--- config.mk ---
export PLATFORM = sky130hd
export DESIGN_NAME = pmst_core
export DESIGN_NICKNAME = d
export VERILOG_FILES = /design/src/sv/pmst_pkg.sv /design/src/sv/pmst_core.sv
export SDC_FILE = /design/constraint.sdc
export NUM_CORES = 1
export LEC_CHECK = 0
export BUFFER_PORTS_ARGS = -buffer_cell sky130_fd_sc_hd__buf_4
export CAP_MARGIN = 40
export CORE_UTILIZATION = 62
export CTS_BUF_LIST = sky130_fd_sc_hd__clkbuf_4 sky130_fd_sc_hd__clkbuf_8 sky130_fd_sc_hd__clkbuf_16
export DETAILED_ROUTE_END_ITERATION = 8
export PLACE_DENSITY = 0.9
export REMOVE_ABC_BUFFERS = 1
export SYNTH_ARGS = -nofsm -noshare
export SYNTH_HDL_FRONTEND = slang
export SYNTH_SLANG_ARGS = --single-unit
--- constraint.sdc ---
create_clock -name clk_i -period 8.3 [get_ports clk_i]
set_input_delay 2.49 -clock clk_i [delete_from_list [all_inputs] [get_ports clk_i]]
set_output_delay 2.49 -clock clk_i [all_outputs]
set_load 0.005 [all_outputs]
--- src/sv/pmst_pkg.sv ---
`timescale 1ns / 1ps
// ----------------------------------------------------------------------------
// pmst_pkg: shared types and constants
// Beat formats, sizes and the weight-store read request for the
// dense-matrix spanning-tree block.
// ----------------------------------------------------------------------------
package pmst_pkg;

  localparam int unsigned MaxNodes   = 32;
  localparam int unsigned NodeW      = $clog2(MaxNodes);
  localparam int unsigned WeightBits = 16;
  localparam int unsigned KeyW       = WeightBits + 1;
  localparam int unsigned AddrW      = 2 * NodeW;
  localparam int unsigned CntW       = 6;
  localparam int unsigned SumW       = 21;

  localparam logic [CntW-1:0] NodeCountReset = CntW'(MaxNodes);
  localparam logic [KeyW-1:0] KeyInf         = {KeyW{1'b1}};

  typedef struct packed {
    logic [NodeW-1:0]      row;
    logic [NodeW-1:0]      col;
    logic [WeightBits-1:0] weight;
    logic                  last;
  } pmst_in_t;

  typedef struct packed {
    logic [NodeW-1:0]      child_node;
    logic [NodeW-1:0]      parent_node;
    logic [WeightBits-1:0] edge_weight;
    logic [SumW-1:0]       total_weight;
    logic                  reachable;
    logic                  final_res;
  } pmst_out_t;

  typedef struct packed {
    logic             en;
    logic [AddrW-1:0] addr;
  } pmst_rd_req_t;

endpackage

--- src/sv/pmst_core.sv ---
`timescale 1ns / 1ps
// ----------------------------------------------------------------------------
// pmst_core: Prim sequencer
// Key, tree-flag and parent arrays walked one node per step through a shared
// less-than compare; running total through one adder; output register.
// ----------------------------------------------------------------------------
module pmst_core (
  input  logic                             clk_i,
  input  logic                             rst_ni,
  input  logic                             start_i,
  input  logic [pmst_pkg::CntW-1:0]        node_cnt_i,
  output logic                             busy_o,
  output pmst_pkg::pmst_rd_req_t           rd_req_o,
  input  logic [pmst_pkg::WeightBits-1:0]  rdata_i,
  output logic                             out_valid_o,
  input  logic                             out_ready_i,
  output pmst_pkg::pmst_out_t              out_data_o
);
  import pmst_pkg::*;

  typedef enum logic [2:0] {
    ST_IDLE,
    ST_INIT,
    ST_FIND,
    ST_PICK,
    ST_RLX_RD,
    ST_RLX_UPD,
    ST_OUT_RD,
    ST_OUT_WR
  } state_e;

  state_e                state_q, state_d;
  logic [NodeW-1:0]      idx_q, idx_d;
  logic [NodeW-1:0]      pass_q, pass_d;
  logic [NodeW-1:0]      pick_q, pick_d;
  logic [KeyW-1:0]       best_q, best_d;
  logic                  found_q, found_d;
  logic [MaxNodes-1:0]   intree_q, intree_d;
  logic [SumW-1:0]       sum_q, sum_d;
  logic                  out_valid_q, out_valid_d;
  pmst_out_t             out_q, out_d;

  logic [KeyW-1:0]       key_q [MaxNodes];
  logic [NodeW-1:0]      parent_q [MaxNodes];

  logic [NodeW-1:0]      last_idx;
  logic [KeyW-1:0]       key_cur;
  logic                  tree_cur;
  logic [NodeW-1:0]      parent_cur;
  logic [KeyW-1:0]       cmp_a, cmp_b;
  logic                  cmp_lt;
  logic                  relax_hit;
  logic                  reach;
  logic [WeightBits-1:0] edge_w;
  logic [SumW-1:0]       sum_next;
  logic                  out_free;
  logic                  out_load;

  always_comb begin
    if (node_cnt_i == '0) begin
      last_idx = '0;
    end else if (node_cnt_i > CntW'(MaxNodes)) begin
      last_idx = NodeW'(MaxNodes - 1);
    end else begin
      last_idx = NodeW'(node_cnt_i - CntW'(1));
    end
  end

  assign key_cur    = key_q[idx_q];
  assign tree_cur   = intree_q[idx_q];
  assign parent_cur = parent_q[idx_q];

  // shared compare: candidate key vs best in the scan, new weight vs key in the relax
  assign cmp_a  = (state_q == ST_FIND) ? key_cur : {1'b0, rdata_i};
  assign cmp_b  = (state_q == ST_FIND) ? best_q : key_cur;
  assign cmp_lt = cmp_a < cmp_b;

  assign relax_hit = (rdata_i != '0) && !tree_cur && cmp_lt;

  assign reach    = tree_cur || (key_cur != KeyInf);
  assign edge_w   = reach ? rdata_i : '0;
  assign sum_next = sum_q + SumW'(edge_w);

  assign out_free = !out_valid_q || out_ready_i;
  assign out_load = (state_q == ST_OUT_WR) && out_free;

  always_comb begin
    state_d     = state_q;
    idx_d       = idx_q;
    pass_d      = pass_q;
    pick_d      = pick_q;
    best_d      = best_q;
    found_d     = found_q;
    intree_d    = intree_q;
    sum_d       = sum_q;
    out_valid_d = out_valid_q;
    rd_req_o    = '0;

    out_d.child_node   = idx_q;
    out_d.parent_node  = reach ? parent_cur : '0;
    out_d.edge_weight  = edge_w;
    out_d.total_weight = sum_next;
    out_d.reachable    = reach;
    out_d.final_res    = (idx_q == last_idx);

    if (out_valid_q && out_ready_i) begin
      out_valid_d = 1'b0;
    end

    unique case (state_q)
      ST_IDLE: begin
        if (start_i) begin
          state_d = ST_INIT;
        end
      end
      ST_INIT: begin
        intree_d = '0;
        sum_d    = '0;
        pass_d   = '0;
        idx_d    = '0;
        best_d   = KeyInf;
        found_d  = 1'b0;
        state_d  = (last_idx == '0) ? ST_IDLE : ST_FIND;
      end
      ST_FIND: begin
        if (!tree_cur && cmp_lt) begin
          best_d  = key_cur;
          pick_d  = idx_q;
          found_d = 1'b1;
        end
        if (idx_q == last_idx) begin
          state_d = ST_PICK;
        end else begin
          idx_d = idx_q + NodeW'(1);
        end
      end
      ST_PICK: begin
        if (!found_q) begin
          idx_d   = NodeW'(1);
          state_d = ST_OUT_RD;
        end else begin
          intree_d[pick_q] = 1'b1;
          idx_d            = '0;
          state_d          = ST_RLX_RD;
        end
      end
      ST_RLX_RD: begin
        rd_req_o.en   = 1'b1;
        rd_req_o.addr = {pick_q, idx_q};
        state_d       = ST_RLX_UPD;
      end
      ST_RLX_UPD: begin
        if (idx_q == last_idx) begin
          if (pass_q + NodeW'(1) == last_idx) begin
            idx_d   = NodeW'(1);
            state_d = ST_OUT_RD;
          end else begin
            pass_d  = pass_q + NodeW'(1);
            idx_d   = '0;
            best_d  = KeyInf;
            found_d = 1'b0;
            state_d = ST_FIND;
          end
        end else begin
          idx_d   = idx_q + NodeW'(1);
          state_d = ST_RLX_RD;
        end
      end
      ST_OUT_RD: begin
        rd_req_o.en   = 1'b1;
        rd_req_o.addr = {idx_q, parent_cur};
        state_d       = ST_OUT_WR;
      end
      ST_OUT_WR: begin
        if (out_free) begin
          out_valid_d = 1'b1;
          sum_d       = sum_next;
          if (idx_q == last_idx) begin
            state_d = ST_IDLE;
          end else begin
            idx_d   = idx_q + NodeW'(1);
            state_d = ST_OUT_RD;
          end
        end
      end
      default: begin
        state_d = ST_IDLE;
      end
    endcase
  end

  always_ff @(posedge clk_i or negedge rst_ni) begin
    if (!rst_ni) begin
      state_q     <= ST_IDLE;
      idx_q       <= '0;
      pass_q      <= '0;
      pick_q      <= '0;
      best_q      <= KeyInf;
      found_q     <= 1'b0;
      intree_q    <= '0;
      sum_q       <= '0;
      out_valid_q <= 1'b0;
      out_q       <= '0;
    end else begin
      state_q     <= state_d;
      idx_q       <= idx_d;
      pass_q      <= pass_d;
      pick_q      <= pick_d;
      best_q      <= best_d;
      found_q     <= found_d;
      intree_q    <= intree_d;
      sum_q       <= sum_d;
      out_valid_q <= out_valid_d;
      if (out_load) begin
        out_q <= out_d;
      end
    end
  end

  always_ff @(posedge clk_i) begin
    if (state_q == ST_INIT) begin
      for (int k = 0; k < MaxNodes; k++) begin
        key_q[k]    <= KeyInf;
        parent_q[k] <= '0;
      end
      key_q[0] <= '0;
    end else if ((state_q == ST_RLX_UPD) && relax_hit) begin
      key_q[idx_q]    <= {1'b0, rdata_i};
      parent_q[idx_q] <= pick_q;
    end
  end

  assign busy_o      = (state_q != ST_IDLE);
  assign out_valid_o = out_valid_q;
  assign out_data_o  = out_q;

endmodule

Word level (Yosys, flattened, before mapping)
Memory sizes are Yosys's and may differ from the RTL's.
Cells that the tools add are included.
{ "totals": {"output_inout_bits": 62, "n_memories": 2, "ff_bits": 139, "ramBits": 704} }
{ "classes": {"reduce_logical": 30, "n_addsub": 4, "mux": 56, "n_bitwise": 2, "magnitude_cmp": 5, "n_eq_ne": 17} }
{ "memory_table": {"columns": ["memory", "depth", "word_bits", "rd", "rd_clocked_by_memory_dff", "wr", "line_no", "rtl"], "rows": [
  ["key_q", 32, 17, 1, 0, 32, "pmst_core.sv:43", "logic [KeyW-1:0] key_q [MaxNodes];"],
  ["parent_q", 32, 5, 1, 0, 32, "pmst_core.sv:44", "logic [NodeW-1:0] parent_q [MaxNodes];"]
]} }
{ "op_table": {"columns": ["op", "n"], "rows": [
  ["17-bit 2-to-1 mux", 7],
  ["32-bit case mux with 2 select lines", 1],
  ["5-bit 2-to-1 mux", 11],
  ["17-bit case mux with 3 select lines", 1],
  ["21-bit case mux with 2 select lines", 1],
  ["32-bit 2-to-1 mux", 1],
  ["32-bit bitwise OR", 1],
  ["5-bit case mux with 5 select lines", 1],
  ["3-bit case mux with 8 select lines", 1],
  ["11-bit case mux with 2 select lines", 1],
  ["21-bit by 16-bit adder with 21-bit output", 1],
  ["21-bit 2-to-1 mux", 1],
  ["3-bit 2-to-1 mux", 6],
  ["17-bit < comparator", 1],
  ["1-bit 2-to-1 mux", 17],
  ["17-bit != test (second input constant)", 1],
  ["17-bit OR reduction", 1],
  ["16-bit 2-to-1 mux", 1],
  ["16-bit nonzero test", 1],
  ["3-bit == test (second input constant)", 4],
  ["5-bit by 6-bit < comparator with 1-bit output (second input constant)", 2],
  ["2-bit != test (second input constant)", 6],
  ["5-bit by 1-bit adder with 5-bit output (second input constant)", 2],
  ["5-bit == test", 2],
  ["25 further kinds", 42]
]} }

Depth between registers and ports, before layout
Gate-level depths: netlist of the first run.
{ "depth": {"ltp_word": 11, "mapped_depth": 24, "mapped_depth_nobuf": 18} }

Worst setup path before layout of the first run
Ideal clock, no wire load.
{ "synth_path": {"path_kind": "input to register", "from": "input port rdata_i[2] (netlist bit)", "to": "memory key_q[10][0] (netlist bit) (enable)", "arrival_time_ps": 6304, "stages": 13, "setup_slack_ps": 1568, "t_required_ps": 7872, "cell_sequence": "buf_1 clkbuf_1 nand2_1 o21ai_0 ha_1 a21oi_1 a2bb2oi_1 a21oi_1 o31a_1 nor4_4 nand2_2 buf_2 o21ai_0"} }
{ "synth_rtl": {"columns": ["item", "line_no", "rtl"], "rows": [
  ["start, declared", "pmst_core.sv:14", "input logic [pmst_pkg::WeightBits-1:0] rdata_i,"],
  ["end, declared", "pmst_core.sv:43", null]
]} }

==> run_results.csv, run 1 <==
group,metric,value,unit
global_route,antenna_found_initial,7,
clocking,post_cts_resize_count,0,
critical_path,reg2reg_depth,16,
layout,drive_gt1_frac,0.214,
power_and_ir_drop,vdd_drop_max,0.229,mV
routing,drc_errors,0,
timing,finalSetupTns,0,ns
placement,dp_hpwl,69700,um
die,core-area,0.0646,mm2
critical_path,reg2reg_slack,1.90,ns
critical_path,arrival,4.05,ns
clocking,cts_root_buffer,"clkbuf_16",
routing,met3_length,15600,um
routing,via_count,27700,
timing,setup_viol,0,
synth,syn_inst,3006,
clocking,cts_inserted_buffers,83,
synth,synth_warnings,0,
power_and_ir_drop,leakage,20.3,nW
synth,ys_ff_latch,842,
synth,synth_top_cell_area_share,0.496,
min_path,hold_class,"flip-flop to flip-flop",
synth,synth-main-ff-cell,"edfxtp_1",
clocking,post-cts-setup-buffers,0,
clocking,clk_pin_slew_worst_paths,0.06,ns
die,die_width,258,um
placement,gp_congestion,1.05,
routing,ant_nets,0,
placement,io_buffers,87,
synth,synth_compound_area_frac,0.151,
layout,layout.cells.non_filler,3885,
clocking,cts_sinks,842,
critical_path,r2r_end,"parent_q[23][3]$_SDFFCE_PN0P_",
synth,synth_fa_ha_area_frac,0.0133,
die,ios,88,
timing,fin_crit,6.54,ns
power_and_ir_drop,finalPower,16.5,mW
routing,drt_iter0_markers,4471,
timing,final_max_slew_viol_count,0,
critical_path,cp-start-kind,"flip-flop",
global_route,track_usage,0.351,
global_route,grt_max_degree,252,
routing,viasPerCell,7.13,
synth,synth_top_area_cell,"edfxtp_1",
die,start_util,0.630,
critical_path,r2r_start,"idx_q[0]$_DFFE_PN0P_",
synth,synthXorXnorAreaFrac,0.00431,
synth,synth_area_leaders,"edfxtp_1, mux4_2, a21o_1",
synth,muxShareOfSynthArea,0.107,
die,rows,93,
synth,synth_edf_count,672,
routing,wl_met1,39600,um
routing,top_layer,"met5",
synth,synth_top_family_by_area,"compound AO/OA/AOI/OAI gates",
routing,drt_pass1_iterations,8,
routing,wire_per_inst,30.0,um
clocking,htree_levels,3,
synth,synth.most_common_cell,"edfxtp_1",
min_path,hold_end,"key_q[7][16]$_SDFFE_PP0P_",
power_and_ir_drop,powerDensity,366,mW/mm2
critical_path,critical_path_peak_fanout,63,
timing,fmax,153,MHz
critical_path,crit_path_end_kind,"output pin",
layout,syn2layout_area_growth,10.6,%
critical_path,cp.required,5.81,ns
synth,synth_simple_gate_area_frac,0.0880,
timing,rsz0062_at_grt,"no",
clocking,clk_latency,0.64,ns
routing,drt-total-wl,116000,um
min_path,min_delay_path_depth,2,
clocking,clock_path_buffers,3,
global_route,grt_pass1_wl,174000,um
layout,final_nets,3020,
synth,synth.cell_area,0.0407,mm2
synth,synthTopCellsByCount,"edfxtp_1, a21o_1, and2_1",
critical_path,path_class,"flip-flop to output pin",
min_path,hold_start,"key_q[7][16]$_SDFFE_PP0P_",
placement,dp_cells,3724,
die,dieArea,0.0666,mm2
timing,period_share,0.788,
synth,ys_types,76,
timing,worst_pin_slew,1.25,ns
global_route,first_global_vias,27500,
routing,route.met2.wl,53700,um
synth,synth.avg_cell_area,13.5,um2
timing,slew_headroom,0.167,
synth,async_flop_share,0.165,
timing,hold_viol,0,
global_route,grt_overflow_total,0,
clocking,cts_tree,"built",
run_status,status,"complete, no violations",
flow_run,maxCapViolCount,0,
timing,clock_skew,0.0279,ns
die,die_h,258,um
clocking,cts_hold_buffers,0,
synth,seq_area_frac_synth,0.597,
## worst max path at each step
| stage | start | end | slack, ns | cells after the start |
|---|---|---|---|---|
| after floorplan | state_q[1]$_DFFE_PN0P_ | sum_q[15]$_DFFE_PN0P_ | -16.83 | 5 |
| after global placement | idx_q[0]$_DFFE_PN0P_ | key_q[17][11]$_DFFE_PP_ | 1.87 | 13 |
| after detailed placement | node_cnt_i[0] | found_q$_DFFE_PN0P_ | 1.94 | 11 |
| after CTS | idx_q[0]$_DFFE_PN0P_ | rd_req_o[4] | 1.83 | 7 |
| after global routing | idx_q[0]$_DFFE_PN0P_ | sum_q[19]$_DFFE_PN0P_ | 1.61 | 19 |
| final | idx_q[0]$_DFFE_PN0P_ | rd_req_o[4] | 1.76 | 7 |
## stage by stage
step / setup WS (ns) / instance area (um2) / util / hold slack [ns]
final: 1.76 / 45000 / 0.696 / 0.486
after detailed placement: 1.94 / 42100 / 0.652 / 0.458
after global routing: 1.61 / 45000 / 0.696 / 0.500
after floorplan: -16.83 / 39200 / - / 0.435
after global placement: 1.87 / 41800 / 0.647 / 0.444
after CTS: 1.83 / 45000 / 0.696 / 0.485
## area by class of cell
type                            count  area, um2
Inverter                           20       75.1
Timing Repair Buffer              196       1740
Fill cell                        3907      19600
Sequential cell                   842      24300
Clock inverter                     28        307
Tap cell                          855       1070
Multi-Input combinational cell   1811      14900
Clock buffer                      128       2530
Antenna cell                        5       12.5
## worst max-delay path: stages, from the launching register on
cell and delay, ns:
dfrtp_4 0.71, buf_12 0.27, buf_12 0.45, mux4_2 0.62, a22oi_1 0.48, and4_1 0.46
a211oi_1 0.14, buf_4 0.20
## registers in the layout (all words and copies together) (netlist names)
register,cells
key_q,543
parent_q,160
out_data_o,49
intree_q,32
sum_q,21
best_q,17
idx_q,5
pass_q,5
pick_q,5
state_q,3
found_q,1
out_valid_o,1
## cells by family (layout without fill, tap and decap cells)
kind of cell,count (synthesis),count (layout)
flops,842,842
buf+inv,353,372
compound gates,864,864
xor+xnor,20,20
simple gates,680,680
mux,204,204
other cells,0,5
fa+ha+maj,43,43
## placed cells by master (no fill, tap or decap), types with 64 or more instances in the layout
cell type,netlist,layout
and2_1,208,208
nor2_1,167,162
edfxtp_1,672,672
a22oi_1,95,95
a21oi_1,64,64
dfrtp_1,122,117
mux4_2,183,183
a21o_1,512,512
nand2_1,162,162
clkbuf_16,0,86
buf_4,18,170
## power breakdown
part           switching, mW  internal (mW)  leakage, nW
registers              0.456           5.81         8.30
clock network           1.62           2.27         1.43
logic                   3.85           2.45         10.6
total                   5.93           10.5         20.3
## metal layers
metal | up-vias | GRT usage
met5 | - | 0.0121
met4 | 10 | 0.199
met3 | 452 | 0.0947
met2 | 2281 | 0.538
met1 | 13700 | 0.456
li1 | 11200 | -
(Power assumes the default switching activity.)
==> run 2: changes to the inputs <==
--- a/config.mk
+++ b/config.mk
@@ -7,10 +7,10 @@
 export LEC_CHECK = 0
 export BUFFER_PORTS_ARGS = -buffer_cell sky130_fd_sc_hd__buf_4
 export CAP_MARGIN = 40
-export CORE_UTILIZATION = 62
+export CORE_UTILIZATION = 57
 export CTS_BUF_LIST = sky130_fd_sc_hd__clkbuf_4 sky130_fd_sc_hd__clkbuf_8 sky130_fd_sc_hd__clkbuf_16
 export DETAILED_ROUTE_END_ITERATION = 8
-export PLACE_DENSITY = 0.9
+export PLACE_DENSITY = 0.87
 export REMOVE_ABC_BUFFERS = 1
 export SYNTH_ARGS = -nofsm -noshare
 export SYNTH_HDL_FRONTEND = slang
==> constraint.sdc (replaced) <==
create_clock -name clk_i -period 5.54 [get_ports clk_i]
set_input_delay 1.662 -clock clk_i [delete_from_list [all_inputs] [get_ports clk_i]]
set_output_delay 1.662 -clock clk_i [all_outputs]
set_load 0.005 [all_outputs]
==> run 2 against run 1 <==
  * Setup slack got worse by 1.6 ns
  * First-iteration DRC count increased by 2.1%
  * Sequential share of layout area decreased by 1.2 points
  * Combinational power increased by 59%
  * Sequential cell count unchanged
  * Hold slack got worse by 0.017 ns
  * Global-route usage decreased by 1.7 points
  * Clock-buffer cell count increased by 1
  * Cell count increased by 4.5%
  * Critical path type is now flip-flop to flip-flop
  * Critical endpoint is now key_q[12][12]$_DFFE_PP_
  * Largest cell class unchanged
  * Largest power group unchanged
  * Highest routed layer unchanged
==> run_results.csv, run 2 (same netlist as run 1, synthesis figures left out) <==
group,metric,value,unit
power_and_ir_drop,vdd_drop_max,0.311,mV
routing,via_count,28100,
clocking,cts_sinks,842,
critical_path,cp.required,6.05,ns
die,core-area,0.0703,mm2
routing,drt-total-wl,121000,um
layout,largest-register,"key_q",
die,die_h,269,um
layout,drive_gt1_frac,0.240,
placement,dp_worst_setup_slack,0.0244,ns
layout,final_nets,3113,
routing,drc_errors,0,
run_status,status,"complete, no violations",
routing,ant_nets,0,
critical_path,arrival,5.88,ns
clocking,htree_levels,3,
layout,layout_commonest_cell,"edfxtp_1",
global_route,first_global_vias,28200,
placement,dp_hpwl,76400,um
timing,final_max_slew_viol_count,0,
die,rows,97,
clocking,cts_root_buffer,"clkbuf_16",
critical_path,cp-start-kind,"flip-flop",
layout,layout.cells.non_filler,4060,
die,start_util,0.579,
placement,gp_congestion,1.04,
clocking,clk_pin_slew_worst_paths,0.06,ns
die,ios,88,
routing,wire_per_inst,29.8,um
clocking,clk_latency,0.66,ns
routing,drt_iter0_markers,4565,
layout,multi_input_area,0.0150,mm2
critical_path,critical_path_peak_fanout,30,
global_route,grt_overflow_total,0,
clocking,cts_tree,"built",
timing,rsz0062_at_grt,"no",
placement,io_buffers,87,
clocking,clock_path_buffers,3,
layout,final_cell_mix,"edfxtp_1, a21o_1, buf_4",
die,die_width,269,um
routing,viasPerCell,6.93,
global_route,grt_pass1_wl,181000,um
timing,fmax,186,MHz
min_path,hold_class,"flip-flop to flip-flop",
critical_path,cp_slowest_stage_delay,0.54,ns
power_and_ir_drop,leakage,20.8,nW
critical_path,path_class,"flip-flop to flip-flop",
timing,worst_slack,0.160,ns
global_route,track_usage,0.334,
timing,worst_hold_slack,0.469,ns
critical_path,crit_path_end_kind,"flip-flop",
critical_path,cp_slowest_cell,"mux4_2",
layout,fin_area,0.0460,mm2
die,dieArea,0.0724,mm2
layout,syn2layout_area_growth,13.1,%
timing,period_share,0.971,
power_and_ir_drop,powerDensity,547,mW/mm2
timing,slew_headroom,0.342,
critical_path,cp_cell_sequence,"buf_12 > buf_4 > mux4_2 > a22oi_1 > and4_1 > o21ai_0 > ha_1 > a21oi_1 > a2bb2oi_1 > a21oi_1 > o31a_1 > nor4_4 > nand2_2 > buf_12 > nor2_1 > buf_4 > a21o_1",
placement,dpl_cell_area,0.0431,mm2
flow_run,maxCapViolCount,0,
global_route,grt_max_degree,137,
layout,fillCellCount,4659,
clocking,cts_hold_buffers,0,
layout,largest_reg_flops,543,
timing,worst_pin_slew,0.986,ns
timing,setup_viol,0,
timing,hold_viol,0,
routing,drt_pass1_iterations,8,
layout,seq_area,0.0243,mm2
global_route,antenna_found_initial,8,
clocking,cts_inserted_buffers,85,
timing,clock_skew,0.0322,ns
placement,dp_cells,3897,
timing,fin_crit,5.38,ns
## run 2: cell count changes in the layout (fill, tap and decap cells not counted), moves of 4 or more
cell	previous run	this run
clkbuf_4	32	25
clkbuf_8	10	17
a22oi_1	95	91
clkinvlp_4	1	5
buf_4	170	251
buf_8	11	0
a22oi_2	0	4
bufinv_16	5	1
buf_12	9	33
## run 2: worst paths after layout
kind | startpoint | end | slack, ns | cells past startpoint
setup reg to reg | idx_q[0]$_DFFE_PN0P_ | key_q[12][12]$_DFFE_PP_ | 0.16 | 17
max in group asynchronous | rst_ni | idx_q[1]$_DFFE_PN0P_ | 3.89 | 2
setup / recovery | idx_q[0]$_DFFE_PN0P_ | key_q[12][12]$_DFFE_PP_ | 0.16 | 17
min in group asynchronous | rst_ni | out_data_o[8]$_DFFE_PN0P_ | 0.84 | 1
hold reg to reg | key_q[19][16]$_SDFFE_PP0P_ | key_q[19][16]$_SDFFE_PP0P_ | 0.47 | 2
hold / removal | key_q[19][16]$_SDFFE_PP0P_ | key_q[19][16]$_SDFFE_PP0P_ | 0.47 | 2
## run 2: worst max-delay path, delay by kind of cell, from the launching register on
kind | cells | cell delay, ns
adders and majority gates | 1 | 0.22
buffers and inverters | 4 | 1.07
DFF | 1 | 0.47
and+or+nand+nor | 4 | 1.28
AOI/OAI and AO/OA | 7 | 1.56
muxes | 1 | 0.54
## run 2: metal layers
layer  routed length (um)  vias to the layer above  track usage
li1                     -                    11400            -
met1                40400                    13900        0.425
met2                54400                     2306        0.504
met3                17200                      509       0.0964
met4                 9010                        8        0.216
met5                   58                        -            0
## run 2: final cells by class
cell class	instances	area share
multi-input cells	1811	0.325
repair buffers	287	0.0568
well taps	940	0.0256
clock buffers	129	0.0565
inverters	20	0.00163
diodes	2	0.000109
flip-flops and latches	842	0.529
clock inverters	29	0.00547
## run 2: power by group
part / switching (mW) / total (mW) / leakage [nW] / internal (mW)
clock: 2.51 / 5.83 / 1.42 / 3.32
combinational: 5.98 / 10.0 / 11.1 / 4.03
sequential: 0.609 / 9.31 / 8.29 / 8.71
## run 2: metrics by stage
stage,power [mW],utilization,TNS [ns]
final,25.2,0.654,0
after floorplan,16.5,-,-
after CTS,24.8,0.653,0
after global routing,25.9,0.654,0
after global placement,18.6,0.612,-0.0289
after detailed placement,19.0,0.613,0
## run 2: repair_timing
item	4_1_cts	5_1_grt
pin swaps	0	1
buffers inserted	0	3
resized for setup	1	13
endpoints found under the setup margin	1	16
